## config.mk

```make
export PLATFORM = sky130hd
export DESIGN_NAME = icfp_ctrl
export DESIGN_NICKNAME = d
export VERILOG_FILES = /design/src/hdl/icfp_pkg.sv /design/src/hdl/icfp_ctrl.sv
export SDC_FILE = /design/constraint.sdc
export NUM_CORES = 1
export LEC_CHECK = 0
export BUFFER_PORTS_ARGS = -buffer_cell sky130_fd_sc_hd__clkbuf_2
export CAP_MARGIN = 20
export CORE_UTILIZATION = 45
export DETAILED_ROUTE_END_ITERATION = 12
export GPL_TIMING_DRIVEN = 0
export PLACE_DENSITY = 0.67
export SETUP_SLACK_MARGIN = 0.5
export SYNTH_ARGS = -nofsm -noshare
export SYNTH_HDL_FRONTEND = slang
export SYNTH_SLANG_ARGS = --single-unit
```

## constraint.sdc

```tcl
create_clock -name clk -period 1.8 [get_ports clk]
set_input_delay 0 -clock clk [delete_from_list [all_inputs] [get_ports clk]]
set_output_delay 0 -clock clk [all_outputs]
set_load 0.02 [all_outputs]
```

## src/hdl/icfp_pkg.sv

```systemverilog
// Shared types and constants for the inode cache frequency policy block.
// Used by the controller, the datapath, the top level and the checker.
`timescale 1ns / 1ps

package icfp_pkg;

	// Request modes carried on s_tuser.
	localparam logic [1:0] MODE_GET  = 2'd0;
	localparam logic [1:0] MODE_REL  = 2'd1;
	localparam logic [1:0] MODE_LOOK = 2'd2;
	localparam logic [1:0] MODE_NONE = 2'd3;

	// Result status codes carried on m_tuser.
	localparam logic [2:0] ST_HIT         = 3'd0;
	localparam logic [2:0] ST_LOADED      = 3'd1;
	localparam logic [2:0] ST_REPLACED    = 3'd2;
	localparam logic [2:0] ST_NONE_FREE   = 3'd3;
	localparam logic [2:0] ST_RELEASED    = 3'd4;
	localparam logic [2:0] ST_WRITTEN     = 3'd5;
	localparam logic [2:0] ST_IGNORED     = 3'd6;
	localparam logic [2:0] ST_LOOKUP_MISS = 3'd7;

	// Configuration register indexes.
	localparam logic [1:0] CFG_PER_BLOCK = 2'd0;
	localparam logic [1:0] CFG_START     = 2'd1;
	localparam logic [1:0] CFG_STRIDE    = 2'd2;

	localparam logic [15:0] CNT_MAX = 16'hFFFF;
	localparam int DIV_STEPS = 32;

	// Datapath operations issued by the controller, one per cycle.
	typedef enum logic [4:0] {
		OP_NOP,
		OP_LATCH,
		OP_F_RL,
		OP_F_RE,
		OP_F_NEXT,
		OP_HIT,
		OP_MISS,
		OP_FREE_NEXT,
		OP_FILL_FREE,
		OP_R_START,
		OP_R_RE,
		OP_FILL_REPL,
		OP_RM_RD,
		OP_RM_WR,
		OP_RM_END,
		OP_IN_RD,
		OP_SH_START,
		OP_SH_RD,
		OP_SH_WR,
		OP_SH_PUT,
		OP_REL_RD,
		OP_REL_WR,
		OP_IGN,
		OP_DIV_START,
		OP_DIV_STEP,
		OP_OUT
	} op_t;

	// Conditions the datapath reports back to the controller.
	typedef struct packed {
		logic [1:0] mode;
		logic       rel_ok;
		logic       pos_end;
		logic       j_end;
		logic       free_end;
		logic       slot_free;
		logic       key_hit;
		logic       use_sat;
		logic       share_zero;
		logic       use_le;
		logic       sh_end;
		logic       div_done;
		logic       out_busy;
	} stat_t;

endpackage

```

## src/hdl/icfp_ctrl.sv

```systemverilog
// Sequencer for the inode cache: walks each request through search, fill,
// list reorder, release, divide and output steps. Uses icfp_pkg.
`timescale 1ns / 1ps

module icfp_ctrl (
	input  logic               clk,
	input  logic               arst_n,
	input  logic               s_tvalid,
	output logic               s_tready,
	input  icfp_pkg::stat_t    st,
	output icfp_pkg::op_t      op
);

	typedef enum logic [4:0] {
		S_IDLE, S_DISP, S_F_RL, S_F_RE, S_F_CK, S_FREE, S_R_RL, S_R_RE, S_R_CK,
		S_RM_RD, S_RM_WR, S_IN_RD, S_IN_CK, S_SH_RD, S_SH_WR, S_REL_RD,
		S_REL_WR, S_IGN, S_DIV0, S_DIV, S_OUT
	} state_t;

	state_t state_q, state_d;
	logic   rdy_q;

	assign s_tready = rdy_q;

	// Next state and the datapath operation for this cycle.
	always_comb begin
		state_d = state_q;
		op = icfp_pkg::OP_NOP;
		case (state_q)
			S_IDLE: begin
				if (s_tvalid && rdy_q) begin
					op = icfp_pkg::OP_LATCH;
					state_d = S_DISP;
				end
			end
			S_DISP: begin
				case (st.mode)
					icfp_pkg::MODE_GET, icfp_pkg::MODE_LOOK: state_d = S_F_RL;
					icfp_pkg::MODE_REL: state_d = st.rel_ok ? S_REL_RD : S_IGN;
					default: state_d = S_IGN;
				endcase
			end
			S_F_RL: begin
				if (!st.pos_end) begin
					op = icfp_pkg::OP_F_RL;
					state_d = S_F_RE;
				end else if (st.mode == icfp_pkg::MODE_GET) begin
					state_d = S_FREE;
				end else begin
					op = icfp_pkg::OP_MISS;
					state_d = S_OUT;
				end
			end
			S_F_RE: begin
				op = icfp_pkg::OP_F_RE;
				state_d = S_F_CK;
			end
			S_F_CK: begin
				if (st.key_hit) begin
					op = icfp_pkg::OP_HIT;
					if (st.mode == icfp_pkg::MODE_GET && !st.use_sat) begin
						state_d = S_RM_RD;
					end else begin
						state_d = S_DIV0;
					end
				end else begin
					op = icfp_pkg::OP_F_NEXT;
					state_d = S_F_RL;
				end
			end
			S_FREE: begin
				if (st.free_end) begin
					op = icfp_pkg::OP_R_START;
					state_d = S_R_RL;
				end else if (st.slot_free) begin
					op = icfp_pkg::OP_FILL_FREE;
					state_d = S_IN_RD;
				end else begin
					op = icfp_pkg::OP_FREE_NEXT;
				end
			end
			S_R_RL: begin
				if (st.pos_end) begin
					op = icfp_pkg::OP_MISS;
					state_d = S_OUT;
				end else begin
					op = icfp_pkg::OP_F_RL;
					state_d = S_R_RE;
				end
			end
			S_R_RE: begin
				op = icfp_pkg::OP_R_RE;
				state_d = S_R_CK;
			end
			S_R_CK: begin
				if (st.share_zero) begin
					op = icfp_pkg::OP_FILL_REPL;
					state_d = S_RM_RD;
				end else begin
					op = icfp_pkg::OP_F_NEXT;
					state_d = S_R_RL;
				end
			end
			S_RM_RD: begin
				if (st.j_end) begin
					op = icfp_pkg::OP_RM_END;
					state_d = S_IN_RD;
				end else begin
					op = icfp_pkg::OP_RM_RD;
					state_d = S_RM_WR;
				end
			end
			S_RM_WR: begin
				op = icfp_pkg::OP_RM_WR;
				state_d = S_RM_RD;
			end
			S_IN_RD: begin
				if (st.pos_end) begin
					op = icfp_pkg::OP_SH_START;
					state_d = S_SH_RD;
				end else begin
					op = icfp_pkg::OP_IN_RD;
					state_d = S_IN_CK;
				end
			end
			S_IN_CK: begin
				if (st.use_le) begin
					op = icfp_pkg::OP_F_NEXT;
					state_d = S_IN_RD;
				end else begin
					op = icfp_pkg::OP_SH_START;
					state_d = S_SH_RD;
				end
			end
			S_SH_RD: begin
				if (st.sh_end) begin
					op = icfp_pkg::OP_SH_PUT;
					state_d = S_DIV0;
				end else begin
					op = icfp_pkg::OP_SH_RD;
					state_d = S_SH_WR;
				end
			end
			S_SH_WR: begin
				op = icfp_pkg::OP_SH_WR;
				state_d = S_SH_RD;
			end
			S_REL_RD: begin
				op = icfp_pkg::OP_REL_RD;
				state_d = S_REL_WR;
			end
			S_REL_WR: begin
				op = icfp_pkg::OP_REL_WR;
				state_d = S_DIV0;
			end
			S_IGN: begin
				op = icfp_pkg::OP_IGN;
				state_d = S_OUT;
			end
			S_DIV0: begin
				op = icfp_pkg::OP_DIV_START;
				state_d = S_DIV;
			end
			S_DIV: begin
				if (st.div_done) begin
					state_d = S_OUT;
				end else begin
					op = icfp_pkg::OP_DIV_STEP;
				end
			end
			S_OUT: begin
				if (!st.out_busy) begin
					op = icfp_pkg::OP_OUT;
					state_d = S_IDLE;
				end
			end
			default: state_d = S_IDLE;
		endcase
	end

	// State register and the registered ready.
	always_ff @(posedge clk or negedge arst_n) begin
		if (!arst_n) begin
			state_q <= S_IDLE;
			rdy_q <= 1'b1;
		end else begin
			state_q <= state_d;
			rdy_q <= (state_d == S_IDLE);
		end
	end

endmodule

```

# Yosys cells after proc, flatten, opt, wreduce, memory -nomap -nowiden

Index checks and enable logic that the tools add are counted.
W data, S select, Z words.

Equality and inequality tests: 22
Multiplexer cells: 33
Reduce and logical (&&, ||, !) cells: 7

Operators with widths:

| cell                 | count |
|---|---|
| $pmux W5 S21         | 1 |
| $pmux W5 S20         | 1 |
| $mux W5              | 16 |
| $eq A5 B4 Y1 const B | 8 |
| $eq A5 B5 Y1 const B | 5 |
| $eq A5 B3 Y1 const B | 4 |
| $mux W4              | 4 |
| $mux W3              | 4 |
| $eq A5 B2 Y1 const B | 2 |
| $logic_not A5 Y1     | 2 |
| $pmux W5 S2          | 1 |
| $eq A5 B1 Y1 const B | 1 |
| $mux W1              | 4 |
| $mux W2              | 2 |
| $eq A2 B1 Y1 const B | 1 |
| $eq A2 B2 Y1 const B | 1 |
| $logic_and A1 B1 Y1  | 2 |
| $logic_not A2 Y1     | 1 |
| $reduce_or A2 Y1     | 1 |
| $logic_not A1 Y1     | 1 |

Register bits after elaboration: 6
Input bits: 17
Output and inout port bits: 6
Word-level logic and storage cells: 64

# Longest topological paths before layout

Gate-level depths: netlist of run 1.

Word-level depth: 6
Gate-level depth with buffers: 8
Depth with buffers taken out: 6

# Worst setup path after synthesis of run 1

OpenSTA, ideal clock, no wires.

Kind: flip-flop to flip-flop
Start: reg state_q[0]
End: reg rdy_q, in the netlist s_tready
Library setup time: 0.088 ns
Arrival time: 1.680 ns
Required time: 1.712 ns
Slack: 0.032 ns
Cell stages (with the launch flop): 8
Path buffers: 1
Period minus slack after synthesis: 1.768 ns
Cells stage by stage: dfrtp_1 > buf_6 > nor2b_4 > a22oi_1 > o31ai_1 > or4_4 > nor2_1 > nor4b_4

Elaborated cells between the ends (all ways): 28
Those cells by class: 20 x eq/ne; 6 x mux; 2 x reduce/logical

RTL lines:

| element                              | RTL line         | source |
|---|---|---|
| start: declaration                   | icfp_ctrl.sv:20  | `state_t state_q, state_d;` |
| start signal: assignment             | icfp_ctrl.sv:187 | `state_q <= state_d;` |
| $eq A5 B5 Y1 (tied with other cells) | icfp_ctrl.sv:29  | `case (state_q)` |
| $pmux W5 S21 *                       | icfp_ctrl.sv:29  |  |
| net state_d[2]                       | icfp_ctrl.sv:20  |  |
| $logic_not A5 Y1 *                   | icfp_ctrl.sv:188 | `rdy_q <= (state_d == S_IDLE);` |
| end signal: assignment               | icfp_ctrl.sv:188 |  |
| end: declaration                     | icfp_ctrl.sv:21  | `logic rdy_q;` |

Mark *: on every way through the listed nets, which the timed path passes. The rest lies on a longest branch.

# Worst setup path in the final report of run 1

Start: reg state_q[2]
End: reg rdy_q, in the netlist s_tready

The elaborated chain is that of the path after synthesis.

==> flow_metrics.env, run 1 <==
export IMPL_outcome="finished with violations"
export IMPL_violations_in_the_final_reports="setup timing"
export IMPL_area_of_the_multi_input_gates_sq_um=1010
export IMPL_internal_power_mw=1.46
export IMPL_powerDensity_nw_per_um2=1730
export IMPL_start_kind="register"
export IMPL_globalRouteTotalUtil=0.353
export IMPL_totalNegativeSetupSlack_ns=-0.403
export IMPL_place_congestion=0.924
export IMPL_synth_seq_cells=6
export IMPL_pin_count_of_the_biggest_net_entering_global_routing=11
export IMPL_top_level_ports=23
export IMPL_portion_of_the_clock_cycle_consumed_by_the_worst_path_in_the_final_layout=1.09
export IMPL_syn_area_per_cell_sq_um=6.98
export IMPL_seq_power_share=0.081
export IMPL_rows=17
export IMPL_clock_root_buffer="sky130_fd_sc_hd__clkbuf_4"
export IMPL_layout_min_cycle_time_ns=1.95
export IMPL_finish_net_count=219
export IMPL_critPathMaxFanout=5
export IMPL_core_area_sq_um=2250
export IMPL_area_occupied_by_registers_sq_um=153
export IMPL_switching_fraction_of_total_power=0.505
export IMPL_postRouteWirelength_um=4740
export IMPL_fin_skew_ns=0.00465
export IMPL_dieArea_sq_um=2640
export IMPL_max_clock_path_buffers=2
export IMPL_critical_path_arrival_ns=2.13
export IMPL_detail_route_antenna_nets=0
export IMPL_synth_lib_cells_used_distinct=51
export IMPL_hold_viol_final=0
export IMPL_num_antenna_cells=0
export IMPL_num_fill_cells=160
export IMPL_mappedNetlistNets=174
export IMPL_grt_remaining_overflow=0
export IMPL_worstSetupPathType="register to register"
export IMPL_grt_antenna_before_repair=0
export IMPL_cts_buffers=3
export IMPL_max_slew_margin_rel=0.709
export IMPL_synthArstFlopShare=1.00
export IMPL_layout_setup_ws_ns=-0.154
export IMPL_floorplan_die_height_um=51.4
export IMPL_finalNonFillerCells=229
export IMPL_grt_first_pass_wirelength_um=6780
export IMPL_worst_pin_slew_ns=0.433
export IMPL_worstSkewPairLatency_ns=0.26
export IMPL_power_leakage_nw=0.757
export IMPL_design_power_total_mw=2.94
export IMPL_drive_above_1_share=0.483
export IMPL_min_delay_path_class="primary input to asynchronous set/reset pin"
export IMPL_initial_utilization=0.486
export IMPL_p_switching_mw=1.49
export IMPL_dieWidth_um=51.4
export IMPL_combinational_share_of_power=0.868
export IMPL_yosys_warnings=0
export IMPL_cts_sinks=6
export IMPL_routedWlPerCell_um=20.7
export IMPL_vias_per_cell=6.80
export IMPL_synth_edf_count=0
export IMPL_power_clock_fraction=0.050
export IMPL_maxClockFrequency_mhz=512
export IMPL_port_buf_inserts=21
export IMPL_max_cap_viol_count=0
export IMPL_detailroute_via_count=1558
export IMPL_grt_pass1_vias=1375
export IMPL_final_core_util=0.757
export IMPL_netlist_area_sq_um=1100
export IMPL_detail_route_drc_violations=0
export IMPL_worst_setup_hold_path_clk_slew_ns=0.05
export IMPL_place_detailed_instances=206
export IMPL_worstPathRequired_ns=1.97
export IMPL_drt_initial_drc_count=148
export IMPL_area_delta_synth_final_pct=55.7
export IMPL_drv_slew=0
export IMPL_finalSetupViolations=5
export IMPL_pre_cts_ws_ns=-0.175
export IMPL_cts_tree="built"
export IMPL_detailedRoute_firstPassIterationCount=4
export IMPL_dpl_hpwl_um=2860
export IMPL_worstSetupEndpointType="register"
export IMPL_grt_setup_unrepaired="yes"
export IMPL_synth_ff_type="sky130_fd_sc_hd__dfrtp_1"
export IMPL_postSynthCellCount=157
export IMPL_worst_ir_drop_vdd_uv=1410
export IMPL_cts_max_level=1
export IMPL_seq_area_frac_synth=0.138
[cell type report]
type,count,share of cell area
Multi-Input combinational cell,134,0.592
Timing Repair Buffer,40,0.174
Buffer,13,0.0968
Sequential cell,6,0.0894
Tap cell,28,0.0205
Clock buffer,4,0.0154
Inverter,4,0.0125
[registers in the layout, summed over array words and instances (netlist names)]
signal	flops
state_q	5
s_tready	1
[through the flow]
step	hold WS [ns]	instance area, sq um
global route	0.140	1710
finish	0.124	1710
CTS	0.124	1520
floorplan	-0.296	1140
detailed placement	-0.166	1280
global placement	-0.174	1280
[timing repair]
item                       4_1_cts  5_1_grt
resized for setup               34       33
hold buffers                     1        0
setup buffers                    7        9
gates cloned                     0        2
pin swaps                        7       12
setup endpoints to repair       11       11
hold endpoints to repair         6        0
[cell families (layout without fill, tap and decap cells)]
group	Yosys count	in the layout	synth area share
flops	6	6	0.138
xor+xnor	2	2	0.0160
compound gates	46	46	0.290
simple gates	86	86	0.454
buf+inv	17	61	0.102
[synth_stat cells, types with 2 or more instances]
library cell | number | area share
sky130_fd_sc_hd__a211o_1 | 2 | 0.016
sky130_fd_sc_hd__nand2_1 | 19 | 0.065
sky130_fd_sc_hd__dfrtp_1 | 5 | 0.11
sky130_fd_sc_hd__buf_6 | 2 | 0.021
sky130_fd_sc_hd__and3_1 | 2 | 0.011
sky130_fd_sc_hd__o21ai_0 | 8 | 0.037
sky130_fd_sc_hd__o2bb2ai_1 | 2 | 0.016
sky130_fd_sc_hd__nor2b_1 | 3 | 0.017
sky130_fd_sc_hd__buf_2 | 4 | 0.018
sky130_fd_sc_hd__and3b_1 | 2 | 0.016
sky130_fd_sc_hd__nor3_1 | 5 | 0.023
sky130_fd_sc_hd__buf_4 | 3 | 0.021
sky130_fd_sc_hd__o31ai_1 | 3 | 0.021
sky130_fd_sc_hd__xor2_1 | 2 | 0.016
sky130_fd_sc_hd__a211oi_1 | 2 | 0.014
sky130_fd_sc_hd__a21oi_1 | 10 | 0.046
sky130_fd_sc_hd__o211ai_1 | 2 | 0.014
sky130_fd_sc_hd__nand3_1 | 11 | 0.050
sky130_fd_sc_hd__nand2b_1 | 8 | 0.046
sky130_fd_sc_hd__o22ai_1 | 3 | 0.017
sky130_fd_sc_hd__a31oi_1 | 3 | 0.017
sky130_fd_sc_hd__nor2_1 | 15 | 0.051
sky130_fd_sc_hd__inv_1 | 4 | 0.014
sky130_fd_sc_hd__clkbuf_1 | 3 | 0.010
sky130_fd_sc_hd__nand4_1 | 7 | 0.040
sky130_fd_sc_hd__nor2b_4 | 2 | 0.025
[power by group through the flow]
stage / logic (mW) / registers [mW] / clock network [mW]
final: 2.56 / 0.240 / 0.148
after CTS: 2.16 / 0.228 / 0.143
after floorplan: 1.33 / 0.239 / 0
after detailed placement: 1.75 / 0.234 / 0
after global placement: 1.75 / 0.231 / 0
after global routing: 2.68 / 0.241 / 0.156
[critical path, stage by stage, from the launching register on]
cell	delay, ns
sky130_fd_sc_hd__dfrtp_1	0.42
sky130_fd_sc_hd__buf_6	0.17
sky130_fd_sc_hd__clkinvlp_4	0.15
sky130_fd_sc_hd__nand4_1	0.17
sky130_fd_sc_hd__a21oi_2	0.10
sky130_fd_sc_hd__or4b_4	0.55
sky130_fd_sc_hd__nor2_2	0.10
sky130_fd_sc_hd__nor4b_4	0.19
[per-layer routing]
metal  track usage  part of all wire  vias up
met5             0                 0        -
met4         0.131             0.043        0
met3        0.0506              0.13       25
met2         0.570              0.44      136
met1         0.471              0.38      713
li1              -                 -      684
[final timing paths]
path	startpoint	end	slack, ns	depth (start not counted)
max in group asynchronous	arst_n	s_tready$_DFF_PN1_	1.44	2
max	state_q[2]$_DFF_PN0_	s_tready$_DFF_PN1_	-0.15	7
min in group clk	st[0]	state_q[4]$_DFF_PN0_	0.26	3
min	arst_n	state_q[2]$_DFF_PN0_	0.12	2
min reg2reg	state_q[1]$_DFF_PN0_	state_q[1]$_DFF_PN0_	0.95	4
max reg2reg	state_q[2]$_DFF_PN0_	s_tready$_DFF_PN1_	-0.15	7
[layout by cell type, fill, tap and decap left out, types with 3 or more instances in the layout]
master / n
sky130_fd_sc_hd__nor2_1: 13
sky130_fd_sc_hd__nand3_1: 9
sky130_fd_sc_hd__nor3_1: 3
sky130_fd_sc_hd__buf_6: 14
sky130_fd_sc_hd__nand4_1: 7
sky130_fd_sc_hd__o31ai_1: 3
sky130_fd_sc_hd__clkbuf_2: 16
sky130_fd_sc_hd__clkbuf_8: 3
sky130_fd_sc_hd__buf_4: 12
sky130_fd_sc_hd__nor2b_4: 3
sky130_fd_sc_hd__a21oi_1: 8
sky130_fd_sc_hd__nand2_1: 15
sky130_fd_sc_hd__buf_2: 3
sky130_fd_sc_hd__dfrtp_1: 4
sky130_fd_sc_hd__clkbuf_4: 4
sky130_fd_sc_hd__nand2b_1: 6
sky130_fd_sc_hd__o21ai_0: 5
(Power assumes the default switching activity.)
==> run 2: changes to the inputs <==
- CELL_PAD_IN_SITES_DETAIL_PLACEMENT: unset -> 1
- CELL_PAD_IN_SITES_GLOBAL_PLACEMENT: unset -> 1
- CORE_UTILIZATION: 45 -> 35
- PLACE_DENSITY: 0.67 -> 0.73
==> run 2 against run 1 <==
  * The run ends with DRC, setup timing left
  * Combinational power grew 6%
  * Critical path depth is the same
  * Worst setup slack worse by 0.022 ns
  * Critical path type is now register to output pin
  * Critical endpoint is now op[1]
==> flow_metrics.env, run 2 (same netlist as run 1, synthesis figures left out) <==
export IMPL_outcome="finished with violations"
export IMPL_violations_in_the_final_reports="DRC, setup timing"
export IMPL_critPathMaxFanout=9
export IMPL_dieArea_sq_um=3360
export IMPL_crit_path_max_incr_delay_ns=0.42
export IMPL_worstSetupPathType="register to output pin"
export IMPL_port_buf_inserts=21
export IMPL_final_core_util=0.620
export IMPL_num_fill_cells=352
export IMPL_worst_ir_drop_vdd_uv=884
export IMPL_detail_route_drc_violations=2
export IMPL_worst_hold_slack_ns=0.108
export IMPL_initial_utilization=0.384
export IMPL_drt_initial_drc_count=110
export IMPL_rows=19
export IMPL_worstSetupStartpoint="state_q[3]$_DFF_PN0_"
export IMPL_drv_slew=0
export IMPL_vias_per_cell=6.59
export IMPL_critical_path_arrival_ns=1.98
export IMPL_routedWlPerCell_um=23.4
export IMPL_worstSetupEndpointType="output pin"
export IMPL_grt_first_pass_wirelength_um=7980
export IMPL_power_leakage_nw=0.778
export IMPL_final_cell_mix="19 x sky130_fd_sc_hd__buf_4, 16 x sky130_fd_sc_hd__clkbuf_2, 14 x sky130_fd_sc_hd__nand2_1"
export IMPL_crit_reg2reg_launch="state_q[4]$_DFF_PN0_"
export IMPL_max_slew_margin_rel=0.703
export IMPL_place_congestion=0.933
export IMPL_num_antenna_cells=0
export IMPL_hold_viol_final=0
export IMPL_area_occupied_by_registers_sq_um=153
export IMPL_area_delta_synth_final_pct=61.3
export IMPL_worst_pin_slew_ns=0.443
export IMPL_drive_above_1_share=0.529
export IMPL_detail_route_antenna_nets=0
export IMPL_grt_setup_unrepaired="yes"
export IMPL_floorplan_die_height_um=58.0
export IMPL_portion_of_the_clock_cycle_consumed_by_the_worst_path_in_the_final_layout=1.10
export IMPL_layout_setup_ws_ns=-0.176
export IMPL_clock_root_buffer="sky130_fd_sc_hd__clkbuf_4"
export IMPL_max_clock_path_buffers=2
export IMPL_finalSetupViolations=4
export IMPL_globalRouteTotalUtil=0.322
export IMPL_pin_count_of_the_biggest_net_entering_global_routing=11
export IMPL_largest_register="state_q"
export IMPL_top_level_ports=23
export IMPL_cts_buffers=3
export IMPL_maxClockFrequency_mhz=506
export IMPL_crit_buf_inv=3
export IMPL_area_of_the_multi_input_gates_sq_um=1010
export IMPL_worstPathRequired_ns=1.80
export IMPL_postRouteWirelength_um=5550
export IMPL_cts_sinks=6
export IMPL_start_kind="register"
export IMPL_detailroute_via_count=1561
export IMPL_core_area_sq_um=2850
export IMPL_largest_register_ffs=5
export IMPL_setup_reg_to_reg_worst_slack_ns=-0.16
export IMPL_dieWidth_um=58.0
export IMPL_critical_path_cell_chain="buf_6, clkbuf_16, a311oi_2, a31oi_1, or2_2, nand4_1, clkbuf_8"
export IMPL_max_cap_viol_count=0
export IMPL_worstSkewPairLatency_ns=0.27
export IMPL_grt_pass1_vias=1509
export IMPL_totalNegativeSetupSlack_ns=-0.415
export IMPL_fin_skew_ns=0.0184
export IMPL_min_delay_path_class="primary input to asynchronous set/reset pin"
export IMPL_most_common_cell_after_layout_fill_and_taps_aside="sky130_fd_sc_hd__buf_4"
export IMPL_powerDensity_nw_per_um2=1760
export IMPL_cts_max_level=1
export IMPL_grt_remaining_overflow=0
export IMPL_detailedRoute_firstPassIterationCount=8
export IMPL_dpl_hpwl_um=3560
export IMPL_critPathTopFamily="buffers and inverters"
export IMPL_worst_setup_hold_path_clk_slew_ns=0.07
export IMPL_crit_path_top_delay_cell="sky130_fd_sc_hd__dfrtp_1"
export IMPL_layout_min_cycle_time_ns=1.98
export IMPL_cts_tree="built"
export IMPL_grt_antenna_before_repair=0
export IMPL_finish_net_count=224
run 2: cell count changes in the layout (fill, tap and decap cells not counted), sizes merged:
cell  delta
buf      +5
run 2: metal layers:
layer / up-vias / track usage / wire, um
met2: 98 / 0.542 / 2690
met1: 754 / 0.425 / 2180
met3: 23 / 0.0491 / 480
met5: - / 0 / 0
li1: 686 / - / -
met4: 0 / 0.0952 / 205
run 2: cell type report:
cell class | count | area share
sequential | 6 | 0.0863
inverter | 4 | 0.0120
multi-input combinational | 134 | 0.574
tap | 31 | 0.0219
clock buffer | 4 | 0.0149
timing repair buffer | 45 | 0.190
buffer | 13 | 0.101
run 2: worst register-to-register path, stage by stage, from the launching register on:
cell	delay (ns)
sky130_fd_sc_hd__dfrtp_1	0.39
sky130_fd_sc_hd__buf_2	0.20
sky130_fd_sc_hd__nor2_1	0.09
sky130_fd_sc_hd__a22oi_2	0.20
sky130_fd_sc_hd__o31ai_2	0.12
sky130_fd_sc_hd__or4_4	0.55
sky130_fd_sc_hd__nor2_2	0.11
sky130_fd_sc_hd__nor4b_4	0.20
run 2: timing repair:
item                       4_1_cts  5_1_grt
hold endpoints to repair         6        0
pin swaps                        3        9
setup endpoints to repair       11       11
gates cloned                     1        1
resized for setup               33       41
hold buffers                     1        0
setup buffers                    9       12
run 2: power breakdown:
| part | switching [mW] | total [mW] | internal, mW |
|---|---|---|---|
| Clock | 0.0701 | 0.155 | 0.0851 |
| Sequential | 0.0418 | 0.242 | 0.200 |
| Combinational | 1.48 | 2.71 | 1.22 |
run 2: metrics by stage:
stage               instance area (sq um)  setup slack, ns  instances  power [mW]
floorplan                            1140           0.0572        157        1.57
global placement                     1280           -0.179        209        2.01
detailed placement                   1280           -0.134        209        2.06
CTS                                  1550          -0.0712        224        2.59
global route                         1770           -0.228        237        3.23
finish                               1770           -0.176        237        3.10
run 2: final timing paths:
kind                                             end  cells after the start
min in group clk                state_q[4]$_DFF_PN0_                      3
worst max-delay path                           op[1]                      7
worst max register to register    s_tready$_DFF_PN1_                      7
worst min-delay path            state_q[3]$_DFF_PN0_                      2
worst min register to register  state_q[1]$_DFF_PN0_                      4
max in group asynchronous         s_tready$_DFF_PN1_                      2
==> run 3: changes to the inputs <==
- CELL_PAD_IN_SITES_DETAIL_PLACEMENT: 1 -> unset
- CELL_PAD_IN_SITES_GLOBAL_PLACEMENT: 1 -> unset
- CORE_UTILIZATION: 35 -> 45
- PLACE_DENSITY: 0.73 -> 0.67
- SETUP_SLACK_MARGIN: 0.5 -> 0.02
==> run 3 against run 2 <==
  * The run ends with setup timing left
  * Fmax increased by 4.0%
  * Die area fell by 22%
  * Worst setup slack better by 0.075 ns
  * Critical endpoint is now s_tready$_DFF_PN1_
  * Largest cell class unchanged
==> flow_metrics.env, run 3 (same netlist as run 1, synthesis figures left out) <==
export IMPL_critPathMaxFanout=5
export IMPL_worst_setup_hold_path_clk_slew_ns=0.06
export IMPL_cts_buffers=3
export IMPL_finalNonFillerCells=220
export IMPL_grt_antenna_before_repair=0
export IMPL_area_delta_synth_final_pct=36.9
export IMPL_globalRouteTotalUtil=0.316
export IMPL_worstSetupPathType="register to register"
export IMPL_port_buf_inserts=21
export IMPL_portion_of_the_clock_cycle_consumed_by_the_worst_path_in_the_final_layout=1.06
export IMPL_largest_register="state_q"
export IMPL_detailedRoute_firstPassIterationCount=6
export IMPL_grt_setup_unrepaired="yes"
export IMPL_dieWidth_um=51.4
export IMPL_dieArea_sq_um=2640
export IMPL_grt_first_pass_wirelength_um=6200
export IMPL_worstSetupEndpointType="register"
export IMPL_critPathTopFamily="simple AND/OR/NAND/NOR gates"
export IMPL_drive_above_1_share=0.406
export IMPL_detailroute_via_count=1446
export IMPL_detail_route_antenna_nets=0
export IMPL_num_fill_cells=196
export IMPL_detail_route_drc_violations=0
export IMPL_max_cap_viol_count=0
export IMPL_critical_path_cell_chain="buf_6, buf_4, nor2_1, o211ai_2, o31ai_1, or4_4, nor2_2, nor4b_4"
export IMPL_floorplan_die_height_um=51.4
export IMPL_crit_path_top_delay_cell="sky130_fd_sc_hd__or4_4"
export IMPL_largest_register_ffs=5
export IMPL_power_leakage_nw=0.661
export IMPL_cts_sinks=6
export IMPL_layout_min_cycle_time_ns=1.90
export IMPL_finish_net_count=210
export IMPL_setup_reg_to_reg_worst_slack_ns=-0.10
export IMPL_cts_tree="built"
export IMPL_core_area_sq_um=2250
export IMPL_finalSetupViolations=3
export IMPL_max_clock_path_buffers=2
export IMPL_place_congestion=1.00
export IMPL_violations_in_the_final_reports="setup timing"
export IMPL_outcome="finished with violations"
export IMPL_initial_utilization=0.486
export IMPL_worst_ir_drop_vdd_uv=1030
export IMPL_grt_pass1_vias=1289
export IMPL_place_detailed_instances=206
export IMPL_most_common_cell_after_layout_fill_and_taps_aside="sky130_fd_sc_hd__nand2_1"
export IMPL_fin_skew_ns=0.0142
export IMPL_cts_max_level=1
export IMPL_crit_buf_inv=2
export IMPL_postRouteWirelength_um=3970
export IMPL_worstSkewPairLatency_ns=0.25
export IMPL_max_slew_margin_rel=0.684
export IMPL_grt_remaining_overflow=0
export IMPL_worstPathRequired_ns=1.95
export IMPL_totalNegativeSetupSlack_ns=-0.182
export IMPL_top_level_ports=23
export IMPL_vias_per_cell=6.57
export IMPL_worst_pin_slew_ns=0.472
export IMPL_maxClockFrequency_mhz=526
export IMPL_final_cell_mix="17 x sky130_fd_sc_hd__nand2_1, 16 x sky130_fd_sc_hd__clkbuf_2, 14 x sky130_fd_sc_hd__buf_4"
export IMPL_area_of_the_multi_input_gates_sq_um=921
export IMPL_area_occupied_by_registers_sq_um=151
export IMPL_layout_setup_ws_ns=-0.101
export IMPL_crit_path_max_incr_delay_ns=0.55
export IMPL_clock_root_buffer="sky130_fd_sc_hd__clkbuf_4"
export IMPL_critical_path_arrival_ns=2.06
export IMPL_powerDensity_nw_per_um2=1670
export IMPL_routedWlPerCell_um=18.1
export IMPL_drt_initial_drc_count=81
export IMPL_rows=17
export IMPL_drv_slew=0
export IMPL_start_kind="register"
export IMPL_hold_viol_final=0
export IMPL_num_antenna_cells=0
export IMPL_min_delay_path_class="primary input to asynchronous set/reset pin"
export IMPL_pin_count_of_the_biggest_net_entering_global_routing=11
export IMPL_dpl_hpwl_um=2700
[run 3: layout make-up]
class                      count  share of cell area
multi-input combinational    134               0.614
inverter                       4              0.0142
timing repair buffer          31               0.133
buffer                        13              0.0967
tap                           28              0.0234
sequential                     6               0.101
clock buffer                   4              0.0175
[run 3: routing by layer]
metal  wire length, um  global-route usage
met5                 0                   0
met1              1570               0.428
met4                78              0.0721
met2              1880               0.511
met3               446              0.0685
[run 3: worst reg2reg max path, cell delays in order, from the launching register on]
cell                       delay, ns
sky130_fd_sc_hd__dfrtp_1        0.43
sky130_fd_sc_hd__buf_6          0.16
sky130_fd_sc_hd__buf_4          0.12
sky130_fd_sc_hd__nor2_1         0.07
sky130_fd_sc_hd__o211ai_2       0.07
sky130_fd_sc_hd__o31ai_1        0.10
sky130_fd_sc_hd__or4_4          0.55
sky130_fd_sc_hd__nor2_2         0.11
sky130_fd_sc_hd__nor4b_4        0.18
[run 3: final timing paths]
| path | start | end | depth (start not counted) |
|---|---|---|---|
| min in group clk | st[0] | state_q[4]$_DFF_PN0_ | 3 |
| max in group asynchronous | arst_n | s_tready$_DFF_PN1_ | 2 |
| hold reg to reg | state_q[0]$_DFF_PN0_ | state_q[1]$_DFF_PN0_ | 4 |
| setup reg to reg | state_q[2]$_DFF_PN0_ | s_tready$_DFF_PN1_ | 8 |
| hold / removal | arst_n | state_q[2]$_DFF_PN0_ | 2 |
| setup / recovery | state_q[2]$_DFF_PN0_ | s_tready$_DFF_PN1_ | 8 |
[run 3: power by group]
part	switching [mW]	leakage, nW	internal, mW
combinational	1.21	0.572	0.925
sequential	0.0390	0.0746	0.198
clock	0.0560	0.0150	0.0844
total	1.30	0.661	1.21
[run 3: metrics by stage]
stage | hold slack, ns | setup WS, ns | power [mW] | utilization | instance area, sq um
floorplan | -0.296 | 0.0321 | 1.50 | - | 1100
global placement | -0.173 | -0.247 | 1.90 | 0.548 | 1240
detailed placement | -0.164 | -0.213 | 1.89 | 0.548 | 1240
CTS | 0.114 | -0.0673 | 2.23 | 0.615 | 1390
global route | 0.134 | -0.165 | 2.65 | 0.665 | 1500
finish | 0.115 | -0.101 | 2.51 | 0.665 | 1500
[run 3: timing repair]
action                                  in CTS  in global routing
hold endpoints to repair                     6                  0
setup buffers                                5                  3
resized for setup                           24                 34
gates cloned                                 0                  1
pin swaps                                    7                  5
endpoints found under the setup margin      10                  6
hold buffers                                 1                  0
